==> src/bsme_pkg.sv <==
// Shared constants, codes and control types for the byte stack machine executor.
// No dependencies; bsme_ctrl, bsme_dp and the core refer to it by scoped names, the bench imports it.
package bsme_pkg;

  // stack sizing
  localparam int STACK_DEPTH    = 256;
  localparam int SP_W           = $clog2(STACK_DEPTH + 1);
  localparam int ADDR_W         = $clog2(STACK_DEPTH);
  localparam int DEPTH_OUT_W    = 9;

  // variable store: data array first, letter variables after it
  localparam int VARIABLE_COUNT = 26;
  localparam int ARRAY_SIZE     = 128;
  localparam int VAR_DEPTH      = ARRAY_SIZE + VARIABLE_COUNT;
  localparam int VAR_AW         = $clog2(VAR_DEPTH);

  // configuration port
  localparam int CFG_IDX_W = 1;
  localparam int CFG_DATA_W = 8;
  localparam logic [CFG_IDX_W-1:0] CFG_TRUE_VALUE  = 1'd0;
  localparam logic [CFG_IDX_W-1:0] CFG_FALSE_VALUE = 1'd1;

  // operation codes
  localparam logic [4:0] OP_PUSH      = 5'd0;
  localparam logic [4:0] OP_ADD       = 5'd1;
  localparam logic [4:0] OP_SUB       = 5'd2;
  localparam logic [4:0] OP_MUL       = 5'd3;
  localparam logic [4:0] OP_DIV       = 5'd4;
  localparam logic [4:0] OP_DROP      = 5'd5;
  localparam logic [4:0] OP_DUP       = 5'd6;
  localparam logic [4:0] OP_SWAP      = 5'd7;
  localparam logic [4:0] OP_ROT       = 5'd8;
  localparam logic [4:0] OP_OVER      = 5'd9;
  localparam logic [4:0] OP_PICK      = 5'd10;
  localparam logic [4:0] OP_COUNT     = 5'd11;
  localparam logic [4:0] OP_AND       = 5'd12;
  localparam logic [4:0] OP_OR        = 5'd13;
  localparam logic [4:0] OP_NOT       = 5'd14;
  localparam logic [4:0] OP_XOR       = 5'd15;
  localparam logic [4:0] OP_EQ        = 5'd16;
  localparam logic [4:0] OP_LT        = 5'd17;
  localparam logic [4:0] OP_GT        = 5'd18;
  localparam logic [4:0] OP_PRINT     = 5'd19;
  localparam logic [4:0] OP_EMIT      = 5'd20;
  localparam logic [4:0] OP_READCHAR  = 5'd21;
  localparam logic [4:0] OP_SKIPTRUE  = 5'd22;
  localparam logic [4:0] OP_SKIPFALSE = 5'd23;
  localparam logic [4:0] OP_STORE     = 5'd24;
  localparam logic [4:0] OP_LOAD      = 5'd25;

  // status codes
  localparam logic [2:0] ST_OK    = 3'd0;
  localparam logic [2:0] ST_UNDER = 3'd1;
  localparam logic [2:0] ST_OVER  = 3'd2;
  localparam logic [2:0] ST_INDEX = 3'd3;
  localparam logic [2:0] ST_ABORT = 3'd4;
  localparam logic [2:0] ST_DIVZ  = 3'd5;

  // print kinds
  localparam logic [1:0] KIND_NONE = 2'd0;
  localparam logic [1:0] KIND_INT  = 2'd1;
  localparam logic [1:0] KIND_CHAR = 2'd2;

  // character codes
  localparam logic [7:0] CHAR_ETX    = 8'd3;
  localparam logic [7:0] CHAR_LF     = 8'd10;
  localparam logic [7:0] CHAR_CR     = 8'd13;
  localparam logic [7:0] CHAR_A_LOW  = 8'd97;
  localparam logic [7:0] CHAR_Z_LOW  = 8'd122;

  // stack read address select
  typedef enum logic [1:0] {
    RD_TOP   = 2'd0,
    RD_SEC   = 2'd1,
    RD_THIRD = 2'd2
  } rd_sel_t;

  // controller to datapath
  typedef struct packed {
    logic       accept;
    rd_sel_t    rd_sel;
    logic       cap_top;
    logic       cap_sec;
    logic       cap_third;
    logic       exec;
    logic [2:0] wr_sel;
    logic       load_out;
  } bsme_cmd_t;

  // datapath to controller
  typedef struct packed {
    logic div_go;
    logic div_done;
  } bsme_stat_t;

endpackage

==> src/bsme_if.sv <==
// Valid/ready channel interfaces for input items and result items.
// Depends on nothing; field widths follow the block's item layout.
interface bsme_in_if;
  logic              valid;
  logic              ready;
  logic [4:0]        operation;
  logic signed [7:0] literal;

  modport source (output valid, output operation, output literal, input ready);
  modport sink   (input valid, input operation, input literal, output ready);
endinterface

interface bsme_out_if;
  logic              valid;
  logic              ready;
  logic [2:0]        status;
  logic [1:0]        out_kind;
  logic signed [7:0] out_value;
  logic              skip_next;
  logic [8:0]        stack_depth;

  modport source (output valid, output status, output out_kind, output out_value,
                  output skip_next, output stack_depth, input ready);
  modport sink   (input valid, input status, input out_kind, input out_value,
                  input skip_next, input stack_depth, output ready);
endinterface

==> src/bsme_ctrl.sv <==
// Sequencing state machine: operand reads, execute, divide wait, write-back, result.
// Depends on bsme_pkg for the command and status structs.
module bsme_ctrl (
  input  logic                 clk,
  input  logic                 rst_n,
  input  logic                 in_valid,
  output logic                 in_ready,
  output logic                 out_valid,
  input  logic                 out_ready,
  input  bsme_pkg::bsme_stat_t stat,
  output bsme_pkg::bsme_cmd_t  cmd
);

  typedef enum logic [9:0] {
    S_IDLE = 10'b0000000001,
    S_RD1  = 10'b0000000010,
    S_RD2  = 10'b0000000100,
    S_RD3  = 10'b0000001000,
    S_EXEC = 10'b0000010000,
    S_DIVW = 10'b0000100000,
    S_WR0  = 10'b0001000000,
    S_WR1  = 10'b0010000000,
    S_WR2  = 10'b0100000000,
    S_DONE = 10'b1000000000
  } state_t;

  state_t state_r, state_nxt;
  logic   out_valid_r, out_valid_nxt;

  assign in_ready  = (state_r == S_IDLE);
  assign out_valid = out_valid_r;

  // next state and commands
  always_comb begin
    state_nxt = state_r;
    cmd       = '0;
    cmd.rd_sel = bsme_pkg::RD_TOP;
    case (state_r)
      S_IDLE: begin
        cmd.accept = in_valid;
        if (in_valid) state_nxt = S_RD1;
      end
      S_RD1: begin
        cmd.cap_top = 1'b1;
        cmd.rd_sel  = bsme_pkg::RD_SEC;
        state_nxt   = S_RD2;
      end
      S_RD2: begin
        cmd.cap_sec = 1'b1;
        cmd.rd_sel  = bsme_pkg::RD_THIRD;
        state_nxt   = S_RD3;
      end
      S_RD3: begin
        cmd.cap_third = 1'b1;
        state_nxt     = S_EXEC;
      end
      S_EXEC: begin
        cmd.exec  = 1'b1;
        state_nxt = stat.div_go ? S_DIVW : S_WR0;
      end
      S_DIVW: begin
        if (stat.div_done) state_nxt = S_WR0;
      end
      S_WR0: begin
        cmd.wr_sel = 3'b001;
        state_nxt  = S_WR1;
      end
      S_WR1: begin
        cmd.wr_sel = 3'b010;
        state_nxt  = S_WR2;
      end
      S_WR2: begin
        cmd.wr_sel = 3'b100;
        state_nxt  = S_DONE;
      end
      S_DONE: begin
        if (!out_valid_r || out_ready) begin
          cmd.load_out = 1'b1;
          state_nxt    = S_IDLE;
        end
      end
      default: state_nxt = S_IDLE;
    endcase
  end

  // output valid flag
  always_comb begin
    out_valid_nxt = out_valid_r;
    if (cmd.load_out) out_valid_nxt = 1'b1;
    else if (out_ready) out_valid_nxt = 1'b0;
  end

  always_ff @(posedge clk) begin
    if (!rst_n) begin
      state_r     <= S_IDLE;
      out_valid_r <= 1'b0;
    end else begin
      state_r     <= state_nxt;
      out_valid_r <= out_valid_nxt;
    end
  end

endmodule

==> src/bsme_dp.sv <==
// Datapath: stack memory, variable store, operand registers, execute logic,
// serial divider, configuration registers and the result register. Uses bsme_pkg.
module bsme_dp (
  input  logic                                clk,
  input  logic                                rst_n,
  input  logic [4:0]                          in_operation,
  input  logic [7:0]                          in_literal,
  input  logic                                cfg_we,
  input  logic [bsme_pkg::CFG_IDX_W-1:0]      cfg_idx,
  input  logic [bsme_pkg::CFG_DATA_W-1:0]     cfg_wdata,
  input  bsme_pkg::bsme_cmd_t                 cmd,
  output bsme_pkg::bsme_stat_t                stat,
  output logic [2:0]                          res_status,
  output logic [1:0]                          res_kind,
  output logic [7:0]                          res_value,
  output logic                                res_skip,
  output logic [bsme_pkg::DEPTH_OUT_W-1:0]    res_depth
);

  localparam int AW = bsme_pkg::ADDR_W;
  localparam int SW = bsme_pkg::SP_W;
  localparam int VW = bsme_pkg::VAR_AW;

  // stack pointer, item and operands
  logic [SW-1:0] sp_r;
  logic [4:0]    op_r;
  logic [7:0]    lit_r;
  logic [7:0]    t0_r, t1_r, t2_r;
  logic [7:0]    true_r, false_r;

  // stack memory
  logic [7:0]    stk_mem [bsme_pkg::STACK_DEPTH];
  logic [7:0]    stk_rd_r;
  logic [AW-1:0] stk_raddr;
  logic          stk_we;
  logic [AW-1:0] stk_waddr;
  logic [7:0]    stk_wdata;

  // variable store with per-entry valid bits
  logic [7:0]               var_mem [bsme_pkg::VAR_DEPTH];
  logic [bsme_pkg::VAR_DEPTH-1:0] var_vld_r;
  logic [7:0]               var_rd_r;
  logic                     var_hit_r;
  logic [VW-1:0]            var_addr;
  logic [7:0]               var_data;
  logic                     key_letter, key_neg;

  // execute plan registers
  logic [2:0]    res_st_r, res_st_x;
  logic [1:0]    res_kind_r, res_kind_x;
  logic [7:0]    res_val_r, res_val_x;
  logic          res_skip_r, res_skip_x;
  logic [SW-1:0] sp_new_r, sp_new_x;
  logic [2:0]    w_en_r, w_en_x;
  logic [AW-1:0] w_addr_r [3];
  logic [AW-1:0] w_addr_x [3];
  logic [7:0]    w_data_r [3];
  logic [7:0]    w_data_x [3];
  logic          var_we_r, var_we_x;
  logic [7:0]    var_wd_r;
  logic          div_go_x;

  // divider
  logic       div_busy_r;
  logic [2:0] div_cnt_r;
  logic [7:0] div_rem_r, div_quo_r, div_dv_r;
  logic       div_neg_r;
  logic [8:0] div_sh;
  logic       div_ge;
  logic [7:0] div_quo_nxt;

  // result register
  logic [2:0]                       out_st_r;
  logic [1:0]                       out_kind_r;
  logic [7:0]                       out_val_r;
  logic                             out_skip_r;
  logic [bsme_pkg::DEPTH_OUT_W-1:0] out_depth_r;

  // common addresses below the pointer
  logic [AW-1:0] a_n, a_1, a_2, a_3, a_pick;
  logic          ge1, ge2, ge3, full;
  logic [15:0]   prod;
  logic          cmp_true;

  assign a_n    = AW'(sp_r);
  assign a_1    = a_n - AW'(1);
  assign a_2    = a_n - AW'(2);
  assign a_3    = a_n - AW'(3);
  assign a_pick = a_1 - AW'(t0_r[6:0]);
  assign ge1    = (sp_r != '0);
  assign ge2    = (sp_r >= SW'(2));
  assign ge3    = (sp_r >= SW'(3));
  assign full   = (sp_r == SW'(bsme_pkg::STACK_DEPTH));

  // stack read address
  always_comb begin
    case (cmd.rd_sel)
      bsme_pkg::RD_TOP:   stk_raddr = a_1;
      bsme_pkg::RD_SEC:   stk_raddr = a_2;
      bsme_pkg::RD_THIRD: stk_raddr = (op_r == bsme_pkg::OP_ROT) ? a_3 : a_pick;
      default:            stk_raddr = a_1;
    endcase
  end

  // stack write port, one slot per write cycle
  always_comb begin
    stk_we    = 1'b0;
    stk_waddr = w_addr_r[0];
    stk_wdata = w_data_r[0];
    case (cmd.wr_sel)
      3'b001: begin
        stk_we = w_en_r[0]; stk_waddr = w_addr_r[0]; stk_wdata = w_data_r[0];
      end
      3'b010: begin
        stk_we = w_en_r[1]; stk_waddr = w_addr_r[1]; stk_wdata = w_data_r[1];
      end
      3'b100: begin
        stk_we = w_en_r[2]; stk_waddr = w_addr_r[2]; stk_wdata = w_data_r[2];
      end
      default: stk_we = 1'b0;
    endcase
  end

  always_ff @(posedge clk) begin
    if (stk_we) stk_mem[stk_waddr] <= stk_wdata;
    stk_rd_r <= stk_mem[stk_raddr];
  end

  // key decode for store and load
  assign key_letter = (t0_r >= bsme_pkg::CHAR_A_LOW) && (t0_r <= bsme_pkg::CHAR_Z_LOW);
  assign key_neg    = t0_r[7];
  assign var_addr   = key_neg ? VW'(t0_r[6:0])
                              : VW'(bsme_pkg::ARRAY_SIZE) + VW'(t0_r - bsme_pkg::CHAR_A_LOW);
  assign var_data   = var_hit_r ? var_rd_r : 8'd0;

  // variable store, never-written entries read as zero
  always_ff @(posedge clk) begin
    if (var_we_r && cmd.wr_sel[0]) var_mem[var_addr] <= var_wd_r;
    var_rd_r <= var_mem[var_addr];
  end

  always_ff @(posedge clk) begin
    if (!rst_n) begin
      var_vld_r <= '0;
      var_hit_r <= 1'b0;
    end else begin
      if (var_we_r && cmd.wr_sel[0]) var_vld_r[var_addr] <= 1'b1;
      var_hit_r <= var_vld_r[var_addr];
    end
  end

  assign prod = t1_r * t0_r;
  always_comb begin
    case (op_r)
      bsme_pkg::OP_EQ: cmp_true = ($signed(t1_r) == $signed(t0_r));
      bsme_pkg::OP_LT: cmp_true = ($signed(t1_r) <  $signed(t0_r));
      default:         cmp_true = ($signed(t1_r) >  $signed(t0_r));
    endcase
  end

  // execute: status, new pointer and write plan
  always_comb begin
    res_st_x   = bsme_pkg::ST_OK;
    res_kind_x = bsme_pkg::KIND_NONE;
    res_val_x  = 8'd0;
    res_skip_x = 1'b0;
    sp_new_x   = sp_r;
    w_en_x     = 3'b000;
    var_we_x   = 1'b0;
    div_go_x   = 1'b0;
    for (int k = 0; k < 3; k++) begin
      w_addr_x[k] = a_1;
      w_data_x[k] = 8'd0;
    end
    case (op_r)
      bsme_pkg::OP_PUSH, bsme_pkg::OP_COUNT, bsme_pkg::OP_READCHAR: begin
        if (full) res_st_x = bsme_pkg::ST_OVER;
        else if (op_r == bsme_pkg::OP_READCHAR && lit_r == bsme_pkg::CHAR_ETX)
          res_st_x = bsme_pkg::ST_ABORT;
        else begin
          w_en_x[0]   = 1'b1;
          w_addr_x[0] = a_n;
          if (op_r == bsme_pkg::OP_PUSH) w_data_x[0] = lit_r;
          else if (op_r == bsme_pkg::OP_COUNT) w_data_x[0] = 8'(sp_r);
          else w_data_x[0] = (lit_r == bsme_pkg::CHAR_CR) ? bsme_pkg::CHAR_LF : lit_r;
          sp_new_x = sp_r + SW'(1);
        end
      end
      bsme_pkg::OP_ADD, bsme_pkg::OP_SUB, bsme_pkg::OP_MUL, bsme_pkg::OP_DIV,
      bsme_pkg::OP_AND, bsme_pkg::OP_OR, bsme_pkg::OP_XOR: begin
        if (!ge2) res_st_x = bsme_pkg::ST_UNDER;
        else if (op_r == bsme_pkg::OP_DIV && t0_r == 8'd0) res_st_x = bsme_pkg::ST_DIVZ;
        else begin
          w_en_x[0]   = 1'b1;
          w_addr_x[0] = a_2;
          case (op_r)
            bsme_pkg::OP_ADD: w_data_x[0] = t1_r + t0_r;
            bsme_pkg::OP_SUB: w_data_x[0] = t1_r - t0_r;
            bsme_pkg::OP_MUL: w_data_x[0] = prod[7:0];
            bsme_pkg::OP_AND: w_data_x[0] = t1_r & t0_r;
            bsme_pkg::OP_OR:  w_data_x[0] = t1_r | t0_r;
            bsme_pkg::OP_XOR: w_data_x[0] = t1_r ^ t0_r;
            default:          div_go_x    = 1'b1;
          endcase
          sp_new_x = sp_r - SW'(1);
        end
      end
      bsme_pkg::OP_DROP: begin
        if (!ge1) res_st_x = bsme_pkg::ST_UNDER;
        else sp_new_x = sp_r - SW'(1);
      end
      bsme_pkg::OP_DUP, bsme_pkg::OP_OVER: begin
        if (op_r == bsme_pkg::OP_DUP ? !ge1 : !ge2) res_st_x = bsme_pkg::ST_UNDER;
        else if (full) res_st_x = bsme_pkg::ST_OVER;
        else begin
          w_en_x[0]   = 1'b1;
          w_addr_x[0] = a_n;
          w_data_x[0] = (op_r == bsme_pkg::OP_DUP) ? t0_r : t1_r;
          sp_new_x    = sp_r + SW'(1);
        end
      end
      bsme_pkg::OP_SWAP: begin
        if (!ge2) res_st_x = bsme_pkg::ST_UNDER;
        else begin
          w_en_x      = 3'b011;
          w_addr_x[0] = a_1;
          w_data_x[0] = t1_r;
          w_addr_x[1] = a_2;
          w_data_x[1] = t0_r;
        end
      end
      bsme_pkg::OP_ROT: begin
        if (!ge3) res_st_x = bsme_pkg::ST_UNDER;
        else begin
          w_en_x      = 3'b111;
          w_addr_x[0] = a_3;
          w_data_x[0] = t1_r;
          w_addr_x[1] = a_2;
          w_data_x[1] = t0_r;
          w_addr_x[2] = a_1;
          w_data_x[2] = t2_r;
        end
      end
      bsme_pkg::OP_PICK: begin
        if (!ge2) res_st_x = bsme_pkg::ST_UNDER;
        else if (full) res_st_x = bsme_pkg::ST_OVER;
        else if (!t0_r[7] && (9'(t0_r[6:0]) >= 9'(sp_r))) res_st_x = bsme_pkg::ST_UNDER;
        else if (t0_r[7]) res_st_x = bsme_pkg::ST_OVER;
        else begin
          w_en_x[0]   = 1'b1;
          w_addr_x[0] = a_n;
          w_data_x[0] = t2_r;
          sp_new_x    = sp_r + SW'(1);
        end
      end
      bsme_pkg::OP_NOT: begin
        if (!ge1) res_st_x = bsme_pkg::ST_UNDER;
        else begin
          w_en_x[0]   = 1'b1;
          w_data_x[0] = ~t0_r;
        end
      end
      bsme_pkg::OP_EQ, bsme_pkg::OP_LT, bsme_pkg::OP_GT: begin
        if (!ge2) res_st_x = bsme_pkg::ST_UNDER;
        else begin
          w_en_x[0]   = 1'b1;
          w_data_x[0] = cmp_true ? true_r : false_r;
        end
      end
      bsme_pkg::OP_PRINT, bsme_pkg::OP_EMIT: begin
        if (!ge1) res_st_x = bsme_pkg::ST_UNDER;
        else begin
          res_val_x = t0_r;
          if (op_r == bsme_pkg::OP_PRINT) res_kind_x = bsme_pkg::KIND_INT;
          else begin
            res_kind_x = bsme_pkg::KIND_CHAR;
            sp_new_x   = sp_r - SW'(1);
          end
        end
      end
      bsme_pkg::OP_SKIPTRUE, bsme_pkg::OP_SKIPFALSE: begin
        if (!ge1) res_st_x = bsme_pkg::ST_UNDER;
        else begin
          res_skip_x = ((t0_r != 8'd0) == (op_r == bsme_pkg::OP_SKIPTRUE));
          sp_new_x   = sp_r - SW'(1);
        end
      end
      bsme_pkg::OP_STORE, bsme_pkg::OP_LOAD: begin
        if (!ge1) res_st_x = bsme_pkg::ST_UNDER;
        else if (!key_letter && !key_neg) res_st_x = bsme_pkg::ST_INDEX;
        else if (op_r == bsme_pkg::OP_STORE) begin
          if (!ge2) res_st_x = bsme_pkg::ST_UNDER;
          else begin
            var_we_x = 1'b1;
            sp_new_x = sp_r - SW'(1);
          end
        end else begin
          w_en_x[0]   = 1'b1;
          w_data_x[0] = var_data;
        end
      end
      default: res_st_x = bsme_pkg::ST_OK;
    endcase
    // an error leaves the state alone
    if (res_st_x != bsme_pkg::ST_OK) begin
      res_kind_x = bsme_pkg::KIND_NONE;
      res_val_x  = 8'd0;
      res_skip_x = 1'b0;
      sp_new_x   = sp_r;
      w_en_x     = 3'b000;
      var_we_x   = 1'b0;
      div_go_x   = 1'b0;
    end
  end

  assign stat.div_go   = div_go_x;
  assign stat.div_done = div_busy_r && (div_cnt_r == 3'd7);

  // one restoring divide step per cycle on magnitudes
  assign div_sh      = {div_rem_r, div_quo_r[7]};
  assign div_ge      = (div_sh >= {1'b0, div_dv_r});
  assign div_quo_nxt = {div_quo_r[6:0], div_ge};

  always_ff @(posedge clk) begin
    if (!rst_n) begin
      div_busy_r <= 1'b0;
    end else if (cmd.exec && div_go_x) begin
      div_busy_r <= 1'b1;
    end else if (stat.div_done) begin
      div_busy_r <= 1'b0;
    end
  end

  always_ff @(posedge clk) begin
    if (cmd.exec && div_go_x) begin
      div_cnt_r <= 3'd0;
      div_rem_r <= 8'd0;
      div_quo_r <= t1_r[7] ? 8'(-t1_r) : t1_r;
      div_dv_r  <= t0_r[7] ? 8'(-t0_r) : t0_r;
      div_neg_r <= t1_r[7] ^ t0_r[7];
    end else if (div_busy_r) begin
      div_cnt_r <= div_cnt_r + 3'd1;
      div_rem_r <= div_ge ? 8'(div_sh - {1'b0, div_dv_r}) : div_sh[7:0];
      div_quo_r <= div_quo_nxt;
    end
  end

  // item capture, operand capture and execute plan
  always_ff @(posedge clk) begin
    if (cmd.accept) begin
      op_r  <= in_operation;
      lit_r <= in_literal;
    end
    if (cmd.cap_top)   t0_r <= stk_rd_r;
    if (cmd.cap_sec)   t1_r <= stk_rd_r;
    if (cmd.cap_third) t2_r <= stk_rd_r;
    if (cmd.exec) begin
      res_st_r   <= res_st_x;
      res_kind_r <= res_kind_x;
      res_val_r  <= res_val_x;
      res_skip_r <= res_skip_x;
      sp_new_r   <= sp_new_x;
      var_wd_r   <= t1_r;
      for (int k = 0; k < 3; k++) begin
        w_addr_r[k] <= w_addr_x[k];
        w_data_r[k] <= w_data_x[k];
      end
    end else if (stat.div_done) begin
      w_data_r[0] <= div_neg_r ? 8'(-div_quo_nxt) : div_quo_nxt;
    end
  end

  always_ff @(posedge clk) begin
    if (!rst_n) begin
      w_en_r   <= 3'b000;
      var_we_r <= 1'b0;
    end else if (cmd.exec) begin
      w_en_r   <= w_en_x;
      var_we_r <= var_we_x;
    end
  end

  // stack pointer commits with the result
  always_ff @(posedge clk) begin
    if (!rst_n) begin
      sp_r <= '0;
    end else if (cmd.load_out) begin
      sp_r <= sp_new_r;
    end
  end

  // configuration registers
  always_ff @(posedge clk) begin
    if (!rst_n) begin
      true_r  <= 8'd1;
      false_r <= 8'd0;
    end else if (cfg_we) begin
      case (cfg_idx)
        bsme_pkg::CFG_TRUE_VALUE:  true_r  <= cfg_wdata;
        bsme_pkg::CFG_FALSE_VALUE: false_r <= cfg_wdata;
        default: ;
      endcase
    end
  end

  // result register
  always_ff @(posedge clk) begin
    if (cmd.load_out) begin
      out_st_r    <= res_st_r;
      out_kind_r  <= res_kind_r;
      out_val_r   <= res_val_r;
      out_skip_r  <= res_skip_r;
      out_depth_r <= bsme_pkg::DEPTH_OUT_W'(sp_new_r);
    end
  end

  assign res_status = out_st_r;
  assign res_kind   = out_kind_r;
  assign res_value  = out_val_r;
  assign res_skip   = out_skip_r;
  assign res_depth  = out_depth_r;

endmodule

==> src/byte_stack_machine_executor_core.sv <==
// Top level of the byte stack machine executor: controller plus datapath.
// Depends on bsme_pkg, bsme_if (channel interfaces), bsme_ctrl and bsme_dp.
//
// Usage:
//   in_if carries one decoded primitive per item (operation, literal). out_if
//   returns exactly one result item per input item: status, print kind and
//   value, skip flag and the stack depth after the step.
//   cfg_we/cfg_idx/cfg_wdata write true_value (index 0) or false_value
//   (index 1); write them only while no item is in flight.
// Sequence:
//   An item is taken in the idle state; the controller then does three
//   operand reads, execute, three write-back steps and a done step that loads
//   the result and returns to idle for the next item. A divide adds a wait
//   state (one quotient bit per cycle). The stack memory has one read and one
//   write port: operand reads and write-backs go through them one per cycle.
// Reset and stall:
//   Synchronous active-low reset empties the stack, zeros the variables and
//   the data array, and sets true_value to 1, false_value to 0.
//   A finished result sits in the output register; the next item is still
//   accepted and worked on, and holds in its last step until the register
//   frees.
module byte_stack_machine_executor_core (
  input  logic                                clk,
  input  logic                                rst_n,
  bsme_in_if.sink                             in_if,
  bsme_out_if.source                          out_if,
  input  logic                                cfg_we,
  input  logic [bsme_pkg::CFG_IDX_W-1:0]      cfg_idx,
  input  logic [bsme_pkg::CFG_DATA_W-1:0]     cfg_wdata
);

  bsme_pkg::bsme_cmd_t  cmd;
  bsme_pkg::bsme_stat_t stat;
  logic [7:0]           res_value;

  // sequencing
  bsme_ctrl u_ctrl (
    .clk       (clk),
    .rst_n     (rst_n),
    .in_valid  (in_if.valid),
    .in_ready  (in_if.ready),
    .out_valid (out_if.valid),
    .out_ready (out_if.ready),
    .stat      (stat),
    .cmd       (cmd)
  );

  // stack, stores, execute and result register
  bsme_dp u_dp (
    .clk          (clk),
    .rst_n        (rst_n),
    .in_operation (in_if.operation),
    .in_literal   (in_if.literal),
    .cfg_we       (cfg_we),
    .cfg_idx      (cfg_idx),
    .cfg_wdata    (cfg_wdata),
    .cmd          (cmd),
    .stat         (stat),
    .res_status   (out_if.status),
    .res_kind     (out_if.out_kind),
    .res_value    (res_value),
    .res_skip     (out_if.skip_next),
    .res_depth    (out_if.stack_depth)
  );

  assign out_if.out_value = $signed(res_value);

endmodule

==> src/flat_wrapper.sv <==
// flat-port wrapper written by rule: the top's interface ports become plain ports
module byte_stack_machine_executor_core_flat 
  (clk, rst_n, cfg_we, cfg_idx, cfg_wdata, in_if_valid, in_if_operation, in_if_literal, in_if_ready, out_if_valid, out_if_status, out_if_out_kind, out_if_out_value, out_if_skip_next, out_if_stack_depth, out_if_ready);
  bsme_in_if in_if_i ();
  bsme_out_if out_if_i ();
  input  logic clk;
  input  logic rst_n;
  input  logic cfg_we;
  input  logic [bsme_pkg::CFG_IDX_W-1:0] cfg_idx;
  input  logic [bsme_pkg::CFG_DATA_W-1:0] cfg_wdata;
  input wire logic [$bits(in_if_i.valid)-1:0] in_if_valid;
  input wire logic [$bits(in_if_i.operation)-1:0] in_if_operation;
  input wire logic [$bits(in_if_i.literal)-1:0] in_if_literal;
  output wire logic [$bits(in_if_i.ready)-1:0] in_if_ready;
  output wire logic [$bits(out_if_i.valid)-1:0] out_if_valid;
  output wire logic [$bits(out_if_i.status)-1:0] out_if_status;
  output wire logic [$bits(out_if_i.out_kind)-1:0] out_if_out_kind;
  output wire logic [$bits(out_if_i.out_value)-1:0] out_if_out_value;
  output wire logic [$bits(out_if_i.skip_next)-1:0] out_if_skip_next;
  output wire logic [$bits(out_if_i.stack_depth)-1:0] out_if_stack_depth;
  input wire logic [$bits(out_if_i.ready)-1:0] out_if_ready;
  assign in_if_i.valid = in_if_valid;
  assign in_if_i.operation = in_if_operation;
  assign in_if_i.literal = in_if_literal;
  assign in_if_ready = in_if_i.ready;
  assign out_if_valid = out_if_i.valid;
  assign out_if_status = out_if_i.status;
  assign out_if_out_kind = out_if_i.out_kind;
  assign out_if_out_value = out_if_i.out_value;
  assign out_if_skip_next = out_if_i.skip_next;
  assign out_if_stack_depth = out_if_i.stack_depth;
  assign out_if_i.ready = out_if_ready;
  byte_stack_machine_executor_core u_core (.clk(clk), .rst_n(rst_n), .in_if(in_if_i), .out_if(out_if_i), .cfg_we(cfg_we), .cfg_idx(cfg_idx), .cfg_wdata(cfg_wdata));
endmodule
==> config.mk <==
export PLATFORM = sky130hd
export DESIGN_NAME = byte_stack_machine_executor_core_flat
export DESIGN_NICKNAME = d
export VERILOG_FILES = /design/src/bsme_pkg.sv /design/src/bsme_if.sv /design/src/bsme_ctrl.sv /design/src/bsme_dp.sv /design/src/byte_stack_machine_executor_core.sv /design/src/flat_wrapper.sv
export SDC_FILE = /design/constraint.sdc
export NUM_CORES = 2
export LEC_CHECK = 0
export ABC_CLOCK_PERIOD_IN_PS = 5730
export BUFFER_PORTS_ARGS = -buffer_cell sky130_fd_sc_hd__buf_2
export CORE_ASPECT_RATIO = 0.7
export CORE_UTILIZATION = 35
export DETAILED_ROUTE_END_ITERATION = 10
export SYNTH_ARGS = -nofsm -noshare
export SYNTH_HDL_FRONTEND = slang
export SYNTH_SLANG_ARGS = --single-unit
==> constraint.sdc <==
create_clock -name clk -period 5.73 [get_ports clk]
set_clock_uncertainty 0.1 [all_clocks]
set_input_delay 1.146 -clock clk [delete_from_list [all_inputs] [get_ports clk]]
set_output_delay 1.146 -clock clk [all_outputs]
set_load 0.03 [all_outputs]
==> impl_metrics.tcl <==
set metrics [dict create \
    cp_data_required_time_ns 6.45 \
    initial_core_util 0.352 \
    period_share 0.971 \
    area_delta_synth_final_pct 15.4 \
    fin_cells 16000 \
    grt_pass1_vias 85600 \
    drt-initial-drc-count 12600 \
    synth_edf_count 3436 \
    fin_area_mm2 0.171 \
    crit_family "simple AND/OR/NAND/NOR gates" \
    hold_end "u_core.u_dp.lit_r[2]" \
    cp-start-kind "flip-flop" \
    dieHeight_um 546 \
    r2r_start "u_core.u_ctrl.state_r[4]" \
    core_area_mm2 0.420 \
    yosysMostFrequentCell "edfxtp_1" \
    avgSynthCellArea_um2 15.5 \
    hold_path.class "input port to flip-flop" \
    synth-seq-cells 3659 \
    clock-root-buffer "clkbuf_16" \
    ios 52 \
    htree_levels 5 \
    clock_path_buffers 4 \
    rr_worst_depth 16 \
    hold_buffers 0 \
    vias 89500 \
    pre_cts_ws_ns -0.261 \
    die_width_um 779 \
    synth_fp_nets 9642 \
    nets 10100 \
    clk_latency_ns 0.99 \
    ys_seq_area_frac 0.728 \
    crit_buf_inv 3 \
    dp.cells 15300 \
    max_stage_delay_ns 0.56 \
    worstPathArrival_ns 6.28 \
    rrSetupSlack_ns 0.17 \
    finalWorstSetupSlack_ns 0.166 \
    path_cells "nor4_2, nand3_1, or3b_2, ha_1, buf_4, nand4_1, o221ai_1, or3_4, nor2_4, buf_12, nand3_1, nand4_1, nand4_1, nor4_2, buf_4, nor4_1" \
    drive_above_1_share 0.168 \
    fp-row-count 199 \
    hold_ws_ns 0.263 \
    grt-ovfl-total 0 \
    hpwl_um 275000 \
    critPathMaxFanout 64 \
    cts_tree "yes" \
    worst_path_max_delay_cell "or3b_2" \
    yosysUniqueCellTypes 93 \
    yosysTopAreaCell "edfxtp_1" \
    synth_common_cells "edfxtp_1, nand2_1, nor2_1" \
    vias_per_cell 5.61 \
    routedWlPerCell_um 27.2 \
    min_path_cells 1 \
    clock_sinks 3659 \
    setup_viol 0 \
    async_flop_share 0 \
    status "complete, no violations" \
    portBuffers 51 \
    slew_viol_final 0 \
    cts_buffers 366 \
    r2r_end "u_core.u_dp.stk_rd_r[3]" \
    min_period_ns 5.56 \
    drc 0 \
    grt_antenna_before_repair 25 \
    synthCells 9520 \
    fin_total_pwr_mw 54.3 \
    place_area_mm2 0.158 \
    clkTransAtPathRegs_ns 0.06 \
    irDropWorstVdd_mv 0.253 \
    endpoint_kind "flip-flop" \
    fmax_mhz 180 \
    synth_area_leaders "edfxtp_1, mux4_2, nand2_1, dfxtp_1, mux2i_1" \
    ys.flop_type "edfxtp_1" \
    yosysTopAreaCellShare 0.698 \
    yosys_warnings 0 \
    fillerInstances 37700 \
    die_area_mm2 0.425 \
    finalHoldViolations 0 \
    syn-cell-area_mm2 0.148 \
    drt-pass1-iter-count 8 \
    rsz0062_at_grt "yes" \
    detail-route-antenna-nets 0 \
    maxCapViolCount 0 \
    grt_pass1_wl_um 622000 \
    power_leakage_nw 57.4 \
    holdCritStartpoint "in_if_literal[2]" \
    worst_pin_slew_ns 1.37 \
    gp_congestion 0.938 \
    crit_type "flip-flop to flip-flop" \
    pwr_density_cell_mw_per_mm2 318 \
    crit_top_cell "nand4_1" \
    max_slew_margin 0.0880 \
    wl_um 435000 \
    grt_max_degree 118 \
    grt_use_total 0.198 \
]
==> cell usage in the layout, fill, tap and decap left out, drive strengths merged, types with 28 or more instances in the layout <==
cell	synthesis	final
o21a	162	162
mux2i	435	435
and3	42	42
o22ai	30	30
nor3	69	69
and2	39	39
clkbuf	249	455
buf	326	697
nand4	83	83
o21ai	89	89
mux4	423	423
nand2	1588	1588
a221oi	41	41
xnor2	58	58
clkinv	4	166
nor4	46	46
edfxtp	3436	3436
ha	79	79
a21oi	236	236
a32o	28	28
a32oi	288	288
nand3	463	463
nor2	605	605
inv	88	100
dfxtp	223	223
a211oi	30	30
a21boi	29	29
bufinv	0	31
==> worst max-delay path by stage <==
| stage | startpoint | to | slack (ns) | depth (start not counted) |
|---|---|---|---|---|
| finish | u_core.u_ctrl.state_r[4] | u_core.u_dp.stk_rd_r[3] | 0.17 | 16 |
| global route | u_core.u_ctrl.state_r[4] | u_core.u_dp.stk_rd_r[1] | -0.03 | 18 |
| CTS | u_core.u_ctrl.state_r[5] | u_core.u_dp.stk_rd_r[5] | 0.02 | 17 |
| detailed placement | u_core.u_ctrl.state_r[4] | u_core.u_dp.stk_rd_r[5] | -0.26 | 17 |
| global placement | u_core.u_ctrl.state_r[4] | u_core.u_dp.stk_rd_r[2] | -0.39 | 17 |
| floorplan | u_core.u_dp.sp_r[1] | u_core.u_dp.stk_rd_r[3] | 1.23 | 18 |
==> flip-flops by register name, indices dropped and copies added, names as in the netlist, 5 cells and up <==
name / cells
u_core.u_dp.true_r: 8
u_core.u_dp.res_value: 8
u_core.u_dp.op_r: 5
u_core.u_dp.var_wd_r: 8
u_core.u_dp.t1_r: 8
u_core.u_dp.t0_r: 8
u_core.u_dp.w_addr_r: 24
u_core.u_dp.div_rem_r: 8
u_core.u_dp.sp_new_r: 9
u_core.u_dp.div_quo_r: 8
u_core.u_dp.var_vld_r: 154
u_core.u_dp.res_val_r: 8
u_core.u_ctrl.state_r: 10
u_core.u_dp.lit_r: 8
u_core.u_dp.var_mem: 1232
u_core.u_dp.sp_r: 9
u_core.u_dp.var_rd_r: 8
u_core.u_dp.w_data_r: 24
u_core.u_dp.stk_mem: 2048
u_core.u_dp.false_r: 8
u_core.u_dp.t2_r: 8
u_core.u_dp.stk_rd_r: 8
u_core.u_dp.div_dv_r: 8
u_core.u_dp.res_depth: 9
==> through the flow <==
stage | util | setup TNS, ns
global route | 0.406 | -0.0584
floorplan | - | 0
global placement | 0.377 | -1.60
CTS | 0.406 | 0
detailed placement | 0.377 | -0.685
finish | 0.406 | 0
==> cell families after synthesis <==
| logic type | synth area share |
|---|---|
| AND/OR/NAND/NOR | 0.0885 |
| AO/OA/AOI/OAI | 0.0554 |
| adder cells (fa/ha/maj) | 0.00885 |
| buffers and inverters | 0.0206 |
| multiplexers | 0.0940 |
| XOR/XNOR | 0.00455 |
| flip-flops | 0.728 |
==> repair_timing <==
item / in CTS / in global routing
buffers inserted: 0 / 2
pin swaps: 0 / 3
setup endpoints to repair: 6 / 8
resized for setup: 10 / 13
==> power by group <==
part           switching [mW]  internal [mW]  total, mW  leakage, nW
registers              0.0526           28.8       28.9         32.6
logic                   0.902          0.506       1.41         19.0
clock network            10.5           13.6       24.0         5.80
==> cell type report <==
type | count | area [um2] | share of cell area
sequential | 3659 | 108000 | 0.631
multi-input combinational | 5194 | 37600 | 0.220
clock buffer | 455 | 9750 | 0.0572
tap | 5628 | 7040 | 0.0413
timing repair buffer | 697 | 5970 | 0.0350
clock inverter | 224 | 2200 | 0.0129
inverter | 92 | 347 | 0.00203
antenna | 5 | 12.5 | 0.0000734
==> layer usage <==
metal | vias up | global-route usage | part of all wire
li1 | 37800 | - | -
met1 | 46000 | 0.304 | 0.44
met2 | 5113 | 0.272 | 0.41
met3 | 617 | 0.0614 | 0.13
met4 | 4 | 0.0437 | 0.022
met5 | - | 0 | 0.000062
==> worst reg2reg max path: cells and delay by family (launching register included) <==
family	cells	cell delay [ns]
compound gates	1	0.16
simple gates	11	3.79
flops	1	0.37
fa+ha+maj	1	0.35
buf+inv	3	0.68
Power figures use the tool's default switching activity.
